`src/design/grayscale_kmeans_quantizer_assert.svh`:
```
// Assertion macros for the k-means quantizer.
`ifndef GRAYSCALE_KMEANS_QUANTIZER_ASSERT_SVH
`define GRAYSCALE_KMEANS_QUANTIZER_ASSERT_SVH
`ifndef ASSERT_OFF
`define GKQ_ASSERT(lbl, prop) \
    lbl: assert property (@(posedge i_clk) disable iff (!i_rst_n) prop) \
        else $error("gkq assertion failed");
`define GKQ_NEVER(lbl, expr) \
    `GKQ_ASSERT(lbl, !(expr))
`else
`define GKQ_ASSERT(lbl, prop)
`define GKQ_NEVER(lbl, expr)
`endif
`endif

```
`src/design/gkq_pkg.sv`:
```
package gkq_pkg;
    localparam int PIX_W     = 8;
    localparam int FRAC_W    = 16;
    localparam int MEAN_W    = 24;
    localparam int LABEL_W   = 4;
    localparam int NUM_INIT  = 6;
    localparam int CFG_IDX_W = 3;

    localparam int MAX_PIXELS_DEF   = 1048576;
    localparam int NUM_CLUSTERS_DEF = 6;

    localparam logic [PIX_W-1:0] ITER_RST = 8'd50;
    localparam logic [PIX_W-1:0] INIT_MEAN_RST [NUM_INIT] =
        '{8'd0, 8'd65, 8'd100, 8'd125, 8'd190, 8'd255};

    typedef enum logic [CFG_IDX_W-1:0] {
        CFG_MEAN0 = 3'd0,
        CFG_MEAN1 = 3'd1,
        CFG_MEAN2 = 3'd2,
        CFG_MEAN3 = 3'd3,
        CFG_MEAN4 = 3'd4,
        CFG_MEAN5 = 3'd5,
        CFG_ITER  = 3'd6
    } t_cfg_idx;

    typedef enum logic [3:0] {
        ST_IDLE,
        ST_CLEAR,
        ST_RD,
        ST_CMP,
        ST_WR,
        ST_DIV_GO,
        ST_DIV_WAIT,
        ST_NEXT,
        ST_FRD,
        ST_FOUT
    } t_state;
endpackage

```
`src/design/gkq_div.sv`:
```
// Restoring divider, one quotient bit per cycle.
module gkq_div #(
    parameter int DVD_W = 44,
    parameter int DVS_W = 21
) (
    input  logic                       i_clk,
    input  logic                       i_rst_n,
    input  logic                       i_start,
    input  logic [DVD_W-1:0]           i_dividend,
    input  logic [DVS_W-1:0]           i_divisor,
    output logic                       o_busy,
    output logic                       o_done,
    output logic [gkq_pkg::MEAN_W-1:0] o_quotient
);
    localparam int CNT_W = $clog2(DVD_W + 1);

    logic [DVS_W-1:0] r_rem, n_rem;
    logic [DVS_W-1:0] r_dvs;
    logic [DVD_W-1:0] r_dvd, n_dvd;
    logic [DVD_W-1:0] r_quo, n_quo;
    logic [CNT_W-1:0] r_cnt;
    logic             r_busy, r_done;
    logic [DVS_W:0]   trial;
    logic [DVS_W:0]   diff;

    always_comb begin
        trial = {r_rem, r_dvd[DVD_W-1]};
        diff  = trial - {1'b0, r_dvs};
        n_dvd = {r_dvd[DVD_W-2:0], 1'b0};
        if (trial >= {1'b0, r_dvs}) begin
            n_rem = diff[DVS_W-1:0];
            n_quo = {r_quo[DVD_W-2:0], 1'b1};
        end else begin
            n_rem = trial[DVS_W-1:0];
            n_quo = {r_quo[DVD_W-2:0], 1'b0};
        end
    end

    always_ff @(posedge i_clk) begin
        if (!i_rst_n) begin
            r_busy <= 1'b0;
            r_done <= 1'b0;
            r_cnt  <= '0;
        end else begin
            r_done <= r_busy && (r_cnt == CNT_W'(1));
            if (i_start && !r_busy) begin
                r_busy <= 1'b1;
                r_cnt  <= CNT_W'(DVD_W);
                r_rem  <= '0;
                r_quo  <= '0;
                r_dvd  <= i_dividend;
                r_dvs  <= i_divisor;
            end else if (r_busy) begin
                r_rem <= n_rem;
                r_quo <= n_quo;
                r_dvd <= n_dvd;
                r_cnt <= r_cnt - 1'b1;
                if (r_cnt == CNT_W'(1)) begin
                    r_busy <= 1'b0;
                end
            end
        end
    end

    assign o_busy     = r_busy;
    assign o_done     = r_done;
    assign o_quotient = r_quo[gkq_pkg::MEAN_W-1:0];
endmodule

```
`config.mk`:
```
export PLATFORM = sky130hd
export DESIGN_NAME = gkq_div
export DESIGN_NICKNAME = d
export VERILOG_FILES = /design/src/design/grayscale_kmeans_quantizer_assert.svh /design/src/design/gkq_pkg.sv /design/src/design/gkq_div.sv
export SDC_FILE = /design/constraint.sdc
export NUM_CORES = 1
export LEC_CHECK = 0
export BUFFER_PORTS_ARGS = -buffer_cell sky130_fd_sc_hd__buf_2
export CAP_MARGIN = 25
export CORE_ASPECT_RATIO = 1.25
export CORE_MARGIN = 2
export CORE_UTILIZATION = 27
export DETAILED_ROUTE_END_ITERATION = 16
export GPL_TIMING_DRIVEN = 0
export PLACE_DENSITY = 0.45
export SETUP_SLACK_MARGIN = 0.4
export SLEW_MARGIN = 25
export SYNTH_ARGS = -nofsm -noshare
export SYNTH_HDL_FRONTEND = slang
export SYNTH_SLANG_ARGS = --single-unit
```
`constraint.sdc`:
```
create_clock -name i_clk -period 5.3 [get_ports i_clk]
set_input_delay 0.53 -clock i_clk [delete_from_list [all_inputs] [get_ports i_clk]]
set_output_delay 0.53 -clock i_clk [all_outputs]
set_load 0.02 [all_outputs]
```
Word-level counts from Yosys, hierarchy flattened
Cells that the tools add are included.

Bits in registers: 118. Bits of input ports: 68. Logic and storage cells: 31.

Add/sub/neg operators: 2. $lt $le $gt $ge: 1. Eq/ne operators: 1. Muxes and demuxes: 11. Bitwise gates (word level): 1. Reduce and logical (&&, ||, !) cells: 7.

Operators by type and width (number): $mux 44 (2); $mux 21 (2); $mux 24 (1); $ge 22x21->1 (1); $sub 21x21->21 (1); $mux 6 (2); $eq 6x1->1 const B (1); $sub 6x1->6 const B (1); $mux 1 (4); $reduce_and 2->1 (2); $logic_and 1x1->1 (2); $reduce_bool 2->1 (1); $reduce_or 2->1 (1); $logic_not 1->1 (1); $not 1->1 (1).

Longest topological paths before layout
Gate-level depths: netlist (run 1).

Depth in word-level cells: 4. Depth in mapped cells: 12. Gate-level depth less buffers: 10.

Worst setup path after synthesis (run 1)
No wires, ideal clock.

Path type: register to register. Start: register r_busy (netlist: o_busy). End: register r_dvd[0], enable pin. Setup time: 0.537 ns. Arrival time: 4.517 ns. Required time: 4.763 ns. Setup slack: 0.246 ns. Stages on the path, launching flop included: 4. Buffers on the path: 1. Clock period less this slack: 5.054 ns. Cells stage by stage: dfxtp_1 -> clkbuf_1 -> nor2_1 -> nor2_1.

Word-level cells in the longest chain between the ends: 4.

RTL lines: from (decl) (RTL line gkq_div.sv:22) `logic r_busy, r_done;`; from (signal assigned) (RTL line gkq_div.sv:41) `r_busy <= 1'b0;`; from (signal assigned) (RTL line gkq_div.sv:47) `r_busy <= 1'b1;`; from (signal assigned) (RTL line gkq_div.sv:59) `r_busy <= 1'b0;`; $logic_not 1->1 (RTL line gkq_div.sv:46) `if (i_start && !r_busy) begin`; $logic_and 1x1->1 (RTL line gkq_div.sv:46); $reduce_bool 2->1 (no line) *; $reduce_and 2->1 (no line) *; to (signal assigned) (RTL line gkq_div.sv:51) `r_dvd <= i_dividend;`; to (signal assigned) (RTL line gkq_div.sv:56) `r_dvd <= n_dvd;`; to (decl) (RTL line gkq_div.sv:19) `logic [DVD_W-1:0] r_dvd, n_dvd;`.

Mark *: on every way between the ends. The rest lies on a longest branch, timed or not. A chain may end at the register's enable or synchronous reset.

Worst setup path after layout (run 1)
Start: register r_rem[16]. End: register r_rem[19], data pin.

Word-level cells in the longest chain between the ends: 3. Elaborated cells on any way between the ends: 4.

RTL lines: from (decl) (RTL line gkq_div.sv:17) `logic [DVS_W-1:0] r_rem, n_rem;`; from (signal assigned) (RTL line gkq_div.sv:54) `r_rem <= n_rem;`; $sub 21x21->21 or $ge 22x21->1 (tied branches) (RTL line gkq_div.sv:28, gkq_div.sv:30); $mux 21 * (RTL line gkq_div.sv:30) `if (trial >= {1'b0, r_dvs}) begin`; $mux 21 * (RTL line gkq_div.sv:53) `end else if (r_busy) begin`.

Mark *: on every way between the ends. The rest lies on a longest branch, timed or not. The select of a mux whose other input is x is not followed.

==> flow_summary_export.csv, run 1 <==
group,metric,value,unit
outcome,outcome,"complete, no violations",
sta,finalCritPeriodShare,0.563,
grt,grt_pass1_vias,4637,
sta,min_period,2.98,ns
setup_path,end_kind,"register",
worst_hold_path,holdPathEnd,"r_dvs[13]",
logic_synthesis,synth_top_area_frac,0.543,
grt,grt_pass1_wl,23500,um
setup_path,r2r-end,"r_rem[19]",
place,placed_area,7060,um^2
sta,rsz0062_at_grt,"no",
floorplan,die_y,172,um
drt,dr.pass1.iters,5,
pwr,p_leak,3.20,nW
drt,drt_wl_total,14600,um
cts,cts-htree-levels,4,
place,place_congestion,0.881,
sta,fin_skew,0.0114,ns
logic_synthesis,synth_area_leaders,"edfxtp_1 (54%), nand2_1 (10%), ha_1 (4.7%), a21oi_1 (3.3%), buf_4 (3.0%)",
drt,wl_per_cell,14.5,um
logic_synthesis,synth_top_family_by_area,"simple AND/OR/NAND/NOR gates",
setup_path,cp-start-kind,"register",
grt,antenna_found_initial,0,
setup_path,crit_type,"reg -> reg",
setup_path,crit_fanout,10,
final_layout,final_util,0.344,
worst_hold_path,hold_path.class,"in -> reg",
sta,final.setup.worst_slack,2.32,ns
drt,vias_per_cell,4.54,
grt,grt_max_degree,26,
floorplan,io-pin-count,94,
setup_path,worstPathArrival,3.20,ns
logic_synthesis,synthCells,594,
sta,hold_viol_final,0,
logic_synthesis,synthArstFlopShare,0,
place,post-place-ws,2.33,ns
setup_path,r2r_start,"r_rem[16]",
sta,relSlewSlack,0.529,
place,dpl.hpwl,10600,um
setup_path,worstPathCellList,"ha_1 > a21oi_1 > o21ai_1 > a2111o_1 > a211oi_1 > buf_6 > buf_2 > nand2_1 > a21oi_1",
drt,drc_errors,0,
grt,gr-total-overflow,0,
setup_path,critPathSlowestCell,"a2111o_1",
place,port_buffers,93,
logic_synthesis,synthXorXnorAreaFrac,0.0187,
setup_path,critical-path-max-stage-delay,0.45,ns
cts,cts-resized-gates,0,
logic_synthesis,synth.avg_cell_area,10.2,um^2
cts,root_buffer,"clkbuf_16",
worst_hold_path,hold_path_depth,1,
setup_path,reg2regPathDepth,9,
logic_synthesis,synthFlopType,"edfxtp_1",
sta,setup_viol,0,
final_layout,area_growth,25.5,%
setup_path,reg2reg_slack,2.32,ns
logic_synthesis,synth-seq-cells,118,
cts,clk_path_buf_depth,2,
final_layout,antenna_cells,0,
setup_path,critPathMostFrequentCell,"a21oi_1",
floorplan,rows,61,
drt,drtIter0Drc,232,
pwr,p_total,2.80,mW
logic_synthesis,synth_cell_types,50,
floorplan,initial_core_util,0.274,
run,maxCapViolCount,0,
pwr,worst_ir_drop_vdd,0.221,mV
final_layout,fill_cells,2290,
setup_path,crit_start,"r_rem[16]",
floorplan,die_w,138,um
final_layout,fin_area,7640,um^2
logic_synthesis,synth-warning-count,0,
drt,via_count,4568,
grt,top_usage_layer,"met2",
logic_synthesis,synthAdderAreaFrac,0.0506,
worst_hold_path,hp-start,"i_divisor[13]",
cts,cts_buffers,17,
sta,hold_slack,0.286,ns
logic_synthesis,synth.mux.area_fraction,0,
sta,finalMaxSlewViolations,0,
logic_synthesis,yosys.area_share.simple,0.198,
cts,clkTransAtPathRegs,0.06,ns
logic_synthesis,netlist_area,6090,um^2
cts,cts_hold_buf,0,
floorplan,core,22200,um^2
logic_synthesis,synth_most_common_cell,"nand2_1",
sta,fin_setup_tns,0,ns
sta,worst_slew_pin_slew,0.706,ns
setup_path,required,5.52,ns
place,place_inst,975,
cts,cts_tree,"done",
grt,use_met2,0.209,
grt,grtUsageTotal,0.126,
logic_synthesis,synthTopCellsByCount,"nand2_1 (168), edfxtp_1 (110), a21oi_1 (40)",
final_layout,drive_gt1_frac,0.224,
setup_path,critPathTopFamily,"compound AO/OA/AOI/OAI gates",
cts,clock-sinks,118,
logic_synthesis,ys_seq_area_frac,0.569,
grt,use_met3,0.0327,
drt,ant_nets,0,
logic_synthesis,synth-compound-area-share,0.0999,
logic_synthesis,synth_top_area_cell,"edfxtp_1",
final_layout,nNetsFinal,803,
pwr,p_per_area,367,nW/um^2
sta,fmax,335,MHz
cts,post_cts_buffers,0,
final_layout,layout.cells.non_filler,1007,
floorplan,dieArea,23800,um^2
logic_synthesis,synthesis.nets,686,
logic_synthesis,synth-edff-count,110,
grt,grt_util_met1,0.156,
setup_path,cp_num_buf_inv,2,
cts,insertion_delay,0.42,ns
## worst register-to-register path, cell delays in order, from the launching register on
cell	delay, ns
edfxtp_1	0.39
ha_1	0.41
a21oi_1	0.25
o21ai_1	0.18
a2111o_1	0.45
a211oi_1	0.29
buf_6	0.20
buf_2	0.26
nand2_1	0.10
a21oi_1	0.25
## layer usage
metal	wire [um]	up-vias
met5	0	-
met4	210	0
met3	611	12
met2	7150	97
met1	6650	2164
li1	-	2295
## cells in the final DEF (no fill, tap or decap), types with 5 or more instances in the layout
cell       Yosys  layout
clkbuf_1      20      21
nand3_1       13      13
buf_2          3      96
inv_1         28      28
o21ai_1        7       7
edfxtp_1     110     110
nor2_1        17      15
a21oi_1       40      40
nor3_1        10      10
buf_16         0       5
ha_1          23      23
xnor2_1       12      12
nand4_1        7       7
a21o_1         5       5
a211oi_1       9       9
nand2_1      168     168
and2_1        26      26
o21ai_0        9       9
o21a_1         5       5
buf_4         24      24
clkbuf_16      0      17
dfxtp_1        8       8
## area by class of cell
| type | count | area [um^2] | share of cell area |
|---|---|---|---|
| Sequential cell | 118 | 3460 | 0.453 |
| Multi-Input combinational cell | 400 | 2250 | 0.295 |
| Timing Repair Buffer | 98 | 603 | 0.0790 |
| Clock buffer | 18 | 429 | 0.0562 |
| Tap cell | 283 | 354 | 0.0464 |
| Buffer | 48 | 282 | 0.0369 |
| Clock inverter | 14 | 149 | 0.0195 |
| Inverter | 28 | 105 | 0.0138 |
## report_power, final
part           total, mW  switching (mW)  internal, mW
clock network       1.15           0.453         0.695
registers           1.15          0.0294          1.12
logic              0.510           0.303         0.207
## sequential cells by signal, indices dropped and copies added (netlist names)
register	count
r_dvs	21
o_busy	1
r_quo	24
r_cnt	6
o_done	1
r_dvd	44
r_rem	21
## logic make-up (layout without fill, tap and decap cells)
group | count (synthesis) | count (layout)
compound gates | 97 | 97
xor+xnor | 13 | 13
buf+inv | 76 | 206
simple gates | 266 | 266
flops | 118 | 118
fa+ha+maj | 24 | 24
## worst max path at each step
stage          slack, ns   endpoint  cells after the start
2_1_floorplan       1.74   r_dvd[0]                      3
3_3_place_gp        0.59  r_quo[14]                      3
3_5_place_dp        2.33  r_rem[19]                      9
4_1_cts             2.28  r_rem[19]                      9
5_1_grt             2.09  r_rem[19]                      9
6_report            2.32  r_rem[19]                      9
No activity file was read; power rests on OpenSTA's default activity.
==> inputs of run 2 (changes only) <==
--- a/config.mk
+++ b/config.mk
@@ -12,7 +12,7 @@
 export CORE_UTILIZATION = 27
 export DETAILED_ROUTE_END_ITERATION = 16
 export GPL_TIMING_DRIVEN = 0
-export PLACE_DENSITY = 0.45
+export PLACE_DENSITY = 0.46
 export SETUP_SLACK_MARGIN = 0.4
 export SLEW_MARGIN = 25
 export SYNTH_ARGS = -nofsm -noshare
==> constraint.sdc (replaced) <==
create_clock -name i_clk -period 2.51 [get_ports i_clk]
set_input_delay 0.251 -clock i_clk [delete_from_list [all_inputs] [get_ports i_clk]]
set_output_delay 0.251 -clock i_clk [all_outputs]
set_load 0.02 [all_outputs]
==> flow_summary_export.csv, run 2 (synthesis gave the netlist of run 1 again) <==
group,metric,value,unit
setup_path,worstPathArrival,2.81,ns
sta,finalMaxSlewViolations,0,
sta,relSlewSlack,0.664,
cts,insertion_delay,0.41,ns
floorplan,rows,61,
sta,fmax,393,MHz
drt,drtIter0Drc,250,
worst_hold_path,hold_path_depth,1,
setup_path,cp_num_buf_inv,1,
cts,clock-sinks,118,
sta,finalCritPeriodShare,1.01,
pwr,internal-power,4.60,mW
setup_path,crit_fanout,6,
run,maxCapViolCount,0,
place,dpl.hpwl,10500,um
pwr,seqPwrFrac,0.382,
cts,cts_tree,"done",
setup_path,reg2regPathDepth,8,
worst_hold_path,hp-start,"i_divisor[15]",
drt,drc_errors,0,
drt,dr.pass1.iters,5,
setup_path,cp-start-kind,"register",
grt,grt_max_degree,18,
drt,via_count,4759,
final_layout,largest_reg_flops,44,
setup_path,reg2reg_slack,-0.04,ns
drt,wl_per_cell,14.6,um
pwr,p_per_area,747,nW/um^2
final_layout,area_growth,40.0,%
grt,grt_pass1_wl,24600,um
grt,antenna_found_initial,1,
cts,cts-htree-levels,4,
sta,setup_viol,2,
floorplan,io-pin-count,94,
worst_hold_path,holdPathEnd,"r_dvs[15]",
setup_path,critical-path-max-stage-delay,0.51,ns
cts,cts_buffers,17,
drt,vias_per_cell,4.55,
worst_hold_path,hold_path.class,"in -> reg",
setup_path,r2r_start,"r_rem[13]",
final_layout,top_regs,"r_dvd x44, r_quo x24",
setup_path,end_kind,"register",
final_layout,nNetsFinal,842,
cts,clkTransAtPathRegs,0.05,ns
final_layout,drive_gt1_frac,0.354,
pwr,p_leak,3.53,nW
sta,worst_slew_pin_slew,0.502,ns
place,place_congestion,0.852,
pwr,comb_power_share,0.232,
pwr,clockPowerShare,0.386,
floorplan,core,22200,um^2
sta,final.setup.worst_slack,-0.0364,ns
floorplan,die_w,138,um
sta,min_period,2.55,ns
sta,hold_viol_final,0,
grt,grt_pass1_vias,4899,
pwr,worst_ir_drop_vdd,0.471,mV
setup_path,required,2.77,ns
final_layout,fill_cells,2191,
setup_path,r2r-end,"r_rem[16]",
drt,drt_wl_total,15300,um
grt,grtUsageTotal,0.131,
setup_path,crit_type,"reg -> reg",
outcome,outcome,"complete, but fails checks",
final_layout,fin_area,8520,um^2
cts,clk_path_buf_depth,2,
sta,fin_skew,0.00662,ns
cts,root_buffer,"clkbuf_16",
final_layout,antenna_cells,0,
setup_path,worstPathCellList,"ha_4 > and4_4 > nand2_2 > nor4_4 > a211oi_2 > buf_6 > or4_1 > nand4_1",
place,port_buffers,93,
sta,hold_slack,0.0158,ns
floorplan,dieArea,23800,um^2
pwr,p_sw,1.77,mW
floorplan,die_y,172,um
final_layout,largest_register,"r_dvd",
grt,gr-total-overflow,0,
sta,rsz0062_at_grt,"yes",
drt,ant_nets,0,
place,placed_area,7210,um^2
pwr,switching_share,0.278,
final_layout,final_common_cell,"nand2_1",
outcome,failed_checks,"setup timing",
final_layout,layout_common_cells,"nand2_1 (154), edfxtp_1 (110), buf_2 (94), buf_4 (41)",
setup_path,critPathSlowestCell,"or4_1",
setup_path,critPathTopFamily,"simple AND/OR/NAND/NOR gates",
floorplan,initial_core_util,0.274,
[run 2: stage by stage]
| stage | power [mW] | utilization | setup TNS [ns] | cells | worst slack [ns] |
|---|---|---|---|---|---|
| 2_1_floorplan | 3.27 | - | 0 | 594 | 0.211 |
| 3_3_place_gp | 3.57 | 0.319 | -47.03 | 970 | -0.480 |
| 3_5_place_dp | 3.61 | 0.325 | -2.83 | 975 | -0.115 |
| 4_1_cts | 6.28 | 0.370 | -0.00286 | 1032 | -0.00286 |
| 5_1_grt | 6.69 | 0.384 | -1.24 | 1045 | -0.171 |
| 6_report | 6.37 | 0.384 | -0.0516 | 1045 | -0.0364 |
[run 2: how the worst max path moves through the flow]
| stage | from | endpoint | slack (ns) | depth (start not counted) |
|---|---|---|---|---|
| 5_1_grt | r_dvd[43] | r_rem[16] | -0.17 | 10 |
| 2_1_floorplan | o_busy | r_dvd[0] | 0.21 | 3 |
| 6_report | r_rem[13] | r_rem[16] | -0.04 | 8 |
| 3_3_place_gp | o_busy | r_dvs[13] | -0.48 | 5 |
| 3_5_place_dp | r_rem[16] | r_rem[19] | -0.12 | 9 |
| 4_1_cts | r_dvd[43] | r_rem[16] | -0.003 | 10 |
[run 2: area by class of cell]
cell class | instances | area (um^2) | share of cell area
sequential | 118 | 3470 | 0.407
clock buffer | 19 | 433 | 0.0508
buffer | 48 | 364 | 0.0427
multi-input combinational | 401 | 2680 | 0.314
tap | 283 | 354 | 0.0415
inverter | 28 | 105 | 0.0123
timing repair buffer | 136 | 972 | 0.114
clock inverter | 12 | 154 | 0.0181
[run 2: power by group through the flow]
stage                     Combinational [mW]  Clock (mW)  Sequential [mW]
after floorplan                        0.815           0             2.45
after global placement                  1.10           0             2.47
after detailed placement                1.15           0             2.47
after CTS                               1.33        2.52             2.43
after global routing                    1.63        2.61             2.45
final                                   1.48        2.46             2.43
[run 2: timing repair]
action / in CTS / in global routing
hold buffers: 5 / 5
gates cloned: 2 / 1
gates resized for setup: 41 / 54
endpoints found under the setup margin: 57 / 43
buffers inserted: 19 / 7
hold endpoints to repair: 5 / 5
pin swaps: 10 / 24
[run 2: routing by layer]
layer	track usage	up-vias	wire length (um)
met5	0	-	11
met4	0.0546	2	405
met3	0.0324	22	558
met2	0.227	97	7580
met1	0.155	2259	6700
li1	-	2379	-
[run 2: worst reg2reg max path, stage by stage (launching register included)]
cell,delay (ns)
edfxtp_1,0.46
ha_4,0.34
and4_4,0.26
nand2_2,0.07
nor4_4,0.34
a211oi_2,0.14
buf_6,0.15
or4_1,0.51
nand4_1,0.11
==> inputs of run 3 (changes only) <==
--- a/config.mk
+++ b/config.mk
@@ -6,7 +6,6 @@
 export NUM_CORES = 1
 export LEC_CHECK = 0
 export BUFFER_PORTS_ARGS = -buffer_cell sky130_fd_sc_hd__buf_2
-export CAP_MARGIN = 25
 export CORE_ASPECT_RATIO = 1.25
 export CORE_MARGIN = 2
 export CORE_UTILIZATION = 27
@@ -14,6 +13,7 @@
 export GPL_TIMING_DRIVEN = 0
 export PLACE_DENSITY = 0.46
 export SETUP_SLACK_MARGIN = 0.4
+export SKIP_LAST_GASP = 1
 export SLEW_MARGIN = 25
 export SYNTH_ARGS = -nofsm -noshare
 export SYNTH_HDL_FRONTEND = slang
==> flow_summary_export.csv, run 3 (synthesis gave the netlist of run 1 again) <==
group,metric,value,unit
outcome,outcome,"complete, but fails checks",
outcome,failed_checks,"setup timing",
final_layout,drive_gt1_frac,0.348,
final_layout,largest_register,"r_dvd",
sta,min_period,2.55,ns
grt,gr-total-overflow,0,
setup_path,critPathTopFamily,"simple AND/OR/NAND/NOR gates",
setup_path,required,2.77,ns
pwr,worst_ir_drop_vdd,0.467,mV
grt,grt_max_degree,18,
sta,fmax,391,MHz
cts,cts_buffers,17,
setup_path,cp_num_buf_inv,2,
final_layout,antenna_cells,0,
floorplan,core,22200,um^2
place,place_inst,975,
grt,use_met3,0.0324,
final_layout,area_growth,39.6,%
final_layout,final_common_cell,"nand2_1",
place,port_buffers,93,
setup_path,critPathSlowestCell,"or4_1",
sta,rsz0062_at_grt,"yes",
sta,worst_slew_pin_slew,0.580,ns
setup_path,crit_type,"reg -> reg",
setup_path,cp-start-kind,"register",
drt,drt_wl_total,15200,um
grt,use_met2,0.227,
final_layout,fill_cells,2195,
cts,insertion_delay,0.41,ns
cts,cts-htree-levels,4,
pwr,p_per_area,747,nW/um^2
floorplan,io-pin-count,94,
worst_hold_path,hold_path.class,"in -> reg",
grt,antenna_found_initial,1,
setup_path,critical-path-max-stage-delay,0.41,ns
setup_path,worstPathArrival,2.81,ns
grt,grt_pass1_wl,24600,um
setup_path,reg2regPathDepth,10,
cts,clk_path_buf_depth,2,
place,post-place-ws,-0.115,ns
drt,wl_per_cell,14.6,um
drt,drtIter0Drc,245,
final_layout,regArea,3470,um^2
sta,fin_skew,0.00839,ns
run,maxCapViolCount,0,
setup_path,critPathMostFrequentCell,"nand4_1",
floorplan,initial_core_util,0.274,
place,place_congestion,0.852,
grt,top_usage_layer,"met2",
grt,grt_util_met1,0.155,
final_layout,layout_common_cells,"nand2_1 (156), edfxtp_1 (110), buf_2 (94), buf_4 (42)",
final_layout,largest_reg_flops,44,
drt,ant_nets,0,
sta,hold_slack,0.0180,ns
floorplan,rows,61,
worst_hold_path,hold_path_depth,1,
grt,grtUsageTotal,0.131,
sta,hold_viol_final,0,
setup_path,worstPathCellList,"inv_1 > ha_2 > inv_2 > fa_2 > a21o_1 > a311o_1 > nand4_1 > a21oi_2 > or4_1 > nand4_1",
final_layout,final_util,0.383,
drt,dr.pass1.iters,6,
sta,setup_viol,2,
pwr,p_leak,3.52,nW
floorplan,die_y,172,um
setup_path,crit_fanout,4,
setup_path,end_kind,"register",
floorplan,die_w,138,um
final_layout,layout.cells.non_filler,1045,
drt,vias_per_cell,4.56,
final_layout,multi_input_area,2660,um^2
final_layout,top_regs,"r_dvd x44, r_quo x24",
cts,clock-sinks,118,
sta,finalMaxSlewViolations,0,
drt,drc_errors,0,
grt,grt_pass1_vias,4902,
cts,cts_tree,"done",
cts,clkTransAtPathRegs,0.06,ns
sta,finalCritPeriodShare,1.02,
cts,root_buffer,"clkbuf_16",
setup_path,path_depth,10,
final_layout,nNetsFinal,842,
place,dpl.hpwl,10500,um
sta,final.setup.worst_slack,-0.0445,ns
sta,relSlewSlack,0.614,
drt,via_count,4762,
floorplan,dieArea,23800,um^2
## run 3: cell count changes in the layout (fill, tap and decap cells not counted)
| cell | delta |
|---|---|
| nand2_1 | +2 |
| nand2_2 | -2 |
| a211oi_1 | +1 |
| a211oi_2 | -1 |
| a21oi_2 | +1 |
| a21oi_4 | -1 |
| buf_4 | +1 |
| buf_6 | -1 |
| clkbuf_1 | +1 |
| clkbuf_2 | -1 |
| nor2_1 | +1 |
| nor2_2 | -1 |
## run 3: power breakdown
group | switching [mW] | internal (mW) | total, mW | leakage [nW]
Combinational | 0.785 | 0.677 | 1.46 | 2.12
Clock | 0.896 | 1.56 | 2.45 | 0.280
Sequential | 0.0734 | 2.36 | 2.43 | 1.12
Total | 1.75 | 4.59 | 6.35 | 3.52
## run 3: layout make-up
class                   count  share of cell area
inverters                  28              0.0124
clock inverters            12              0.0181
plain buffers              48              0.0427
flip-flops and latches    118               0.408
repair buffers            136               0.114
multi-input cells         401               0.312
clock buffers              19              0.0509
well taps                 283              0.0417
## run 3: timing repair
action                                  in CTS  in global routing
gates cloned                                 2                  1
hold endpoints to repair                     5                  5
endpoints found under the setup margin      57                 43
pin swaps                                    9                 18
setup buffers                               19                  7
hold buffers                                 5                  5
gates resized for setup                     40                 47
## run 3: final timing paths
path / startpoint / end / slack (ns)
max: r_dvd[43] / r_rem[16] / -0.04
min: i_divisor[1] / r_dvs[1] / 0.02
max reg2reg: r_dvd[43] / r_rem[16] / -0.04
min reg2reg: r_dvd[41] / r_dvd[42] / 0.51
## run 3: metal layers
metal / wire (um) / part of all wire / up-vias
li1: - / - / 2379
met1: 6630 / 0.44 / 2253
met2: 7550 / 0.50 / 106
met3: 661 / 0.043 / 22
met4: 391 / 0.026 / 2
met5: 11 / 0.00072 / -
## run 3: through the flow
stage	instance area, um^2	setup TNS (ns)	power, mW
floorplan	6260	0	3.27
global placement	7080	-47.03	3.57
detailed placement	7210	-2.83	3.61
CTS	8210	-0.00286	6.28
global route	8500	-1.32	6.67
finish	8500	-0.0621	6.35
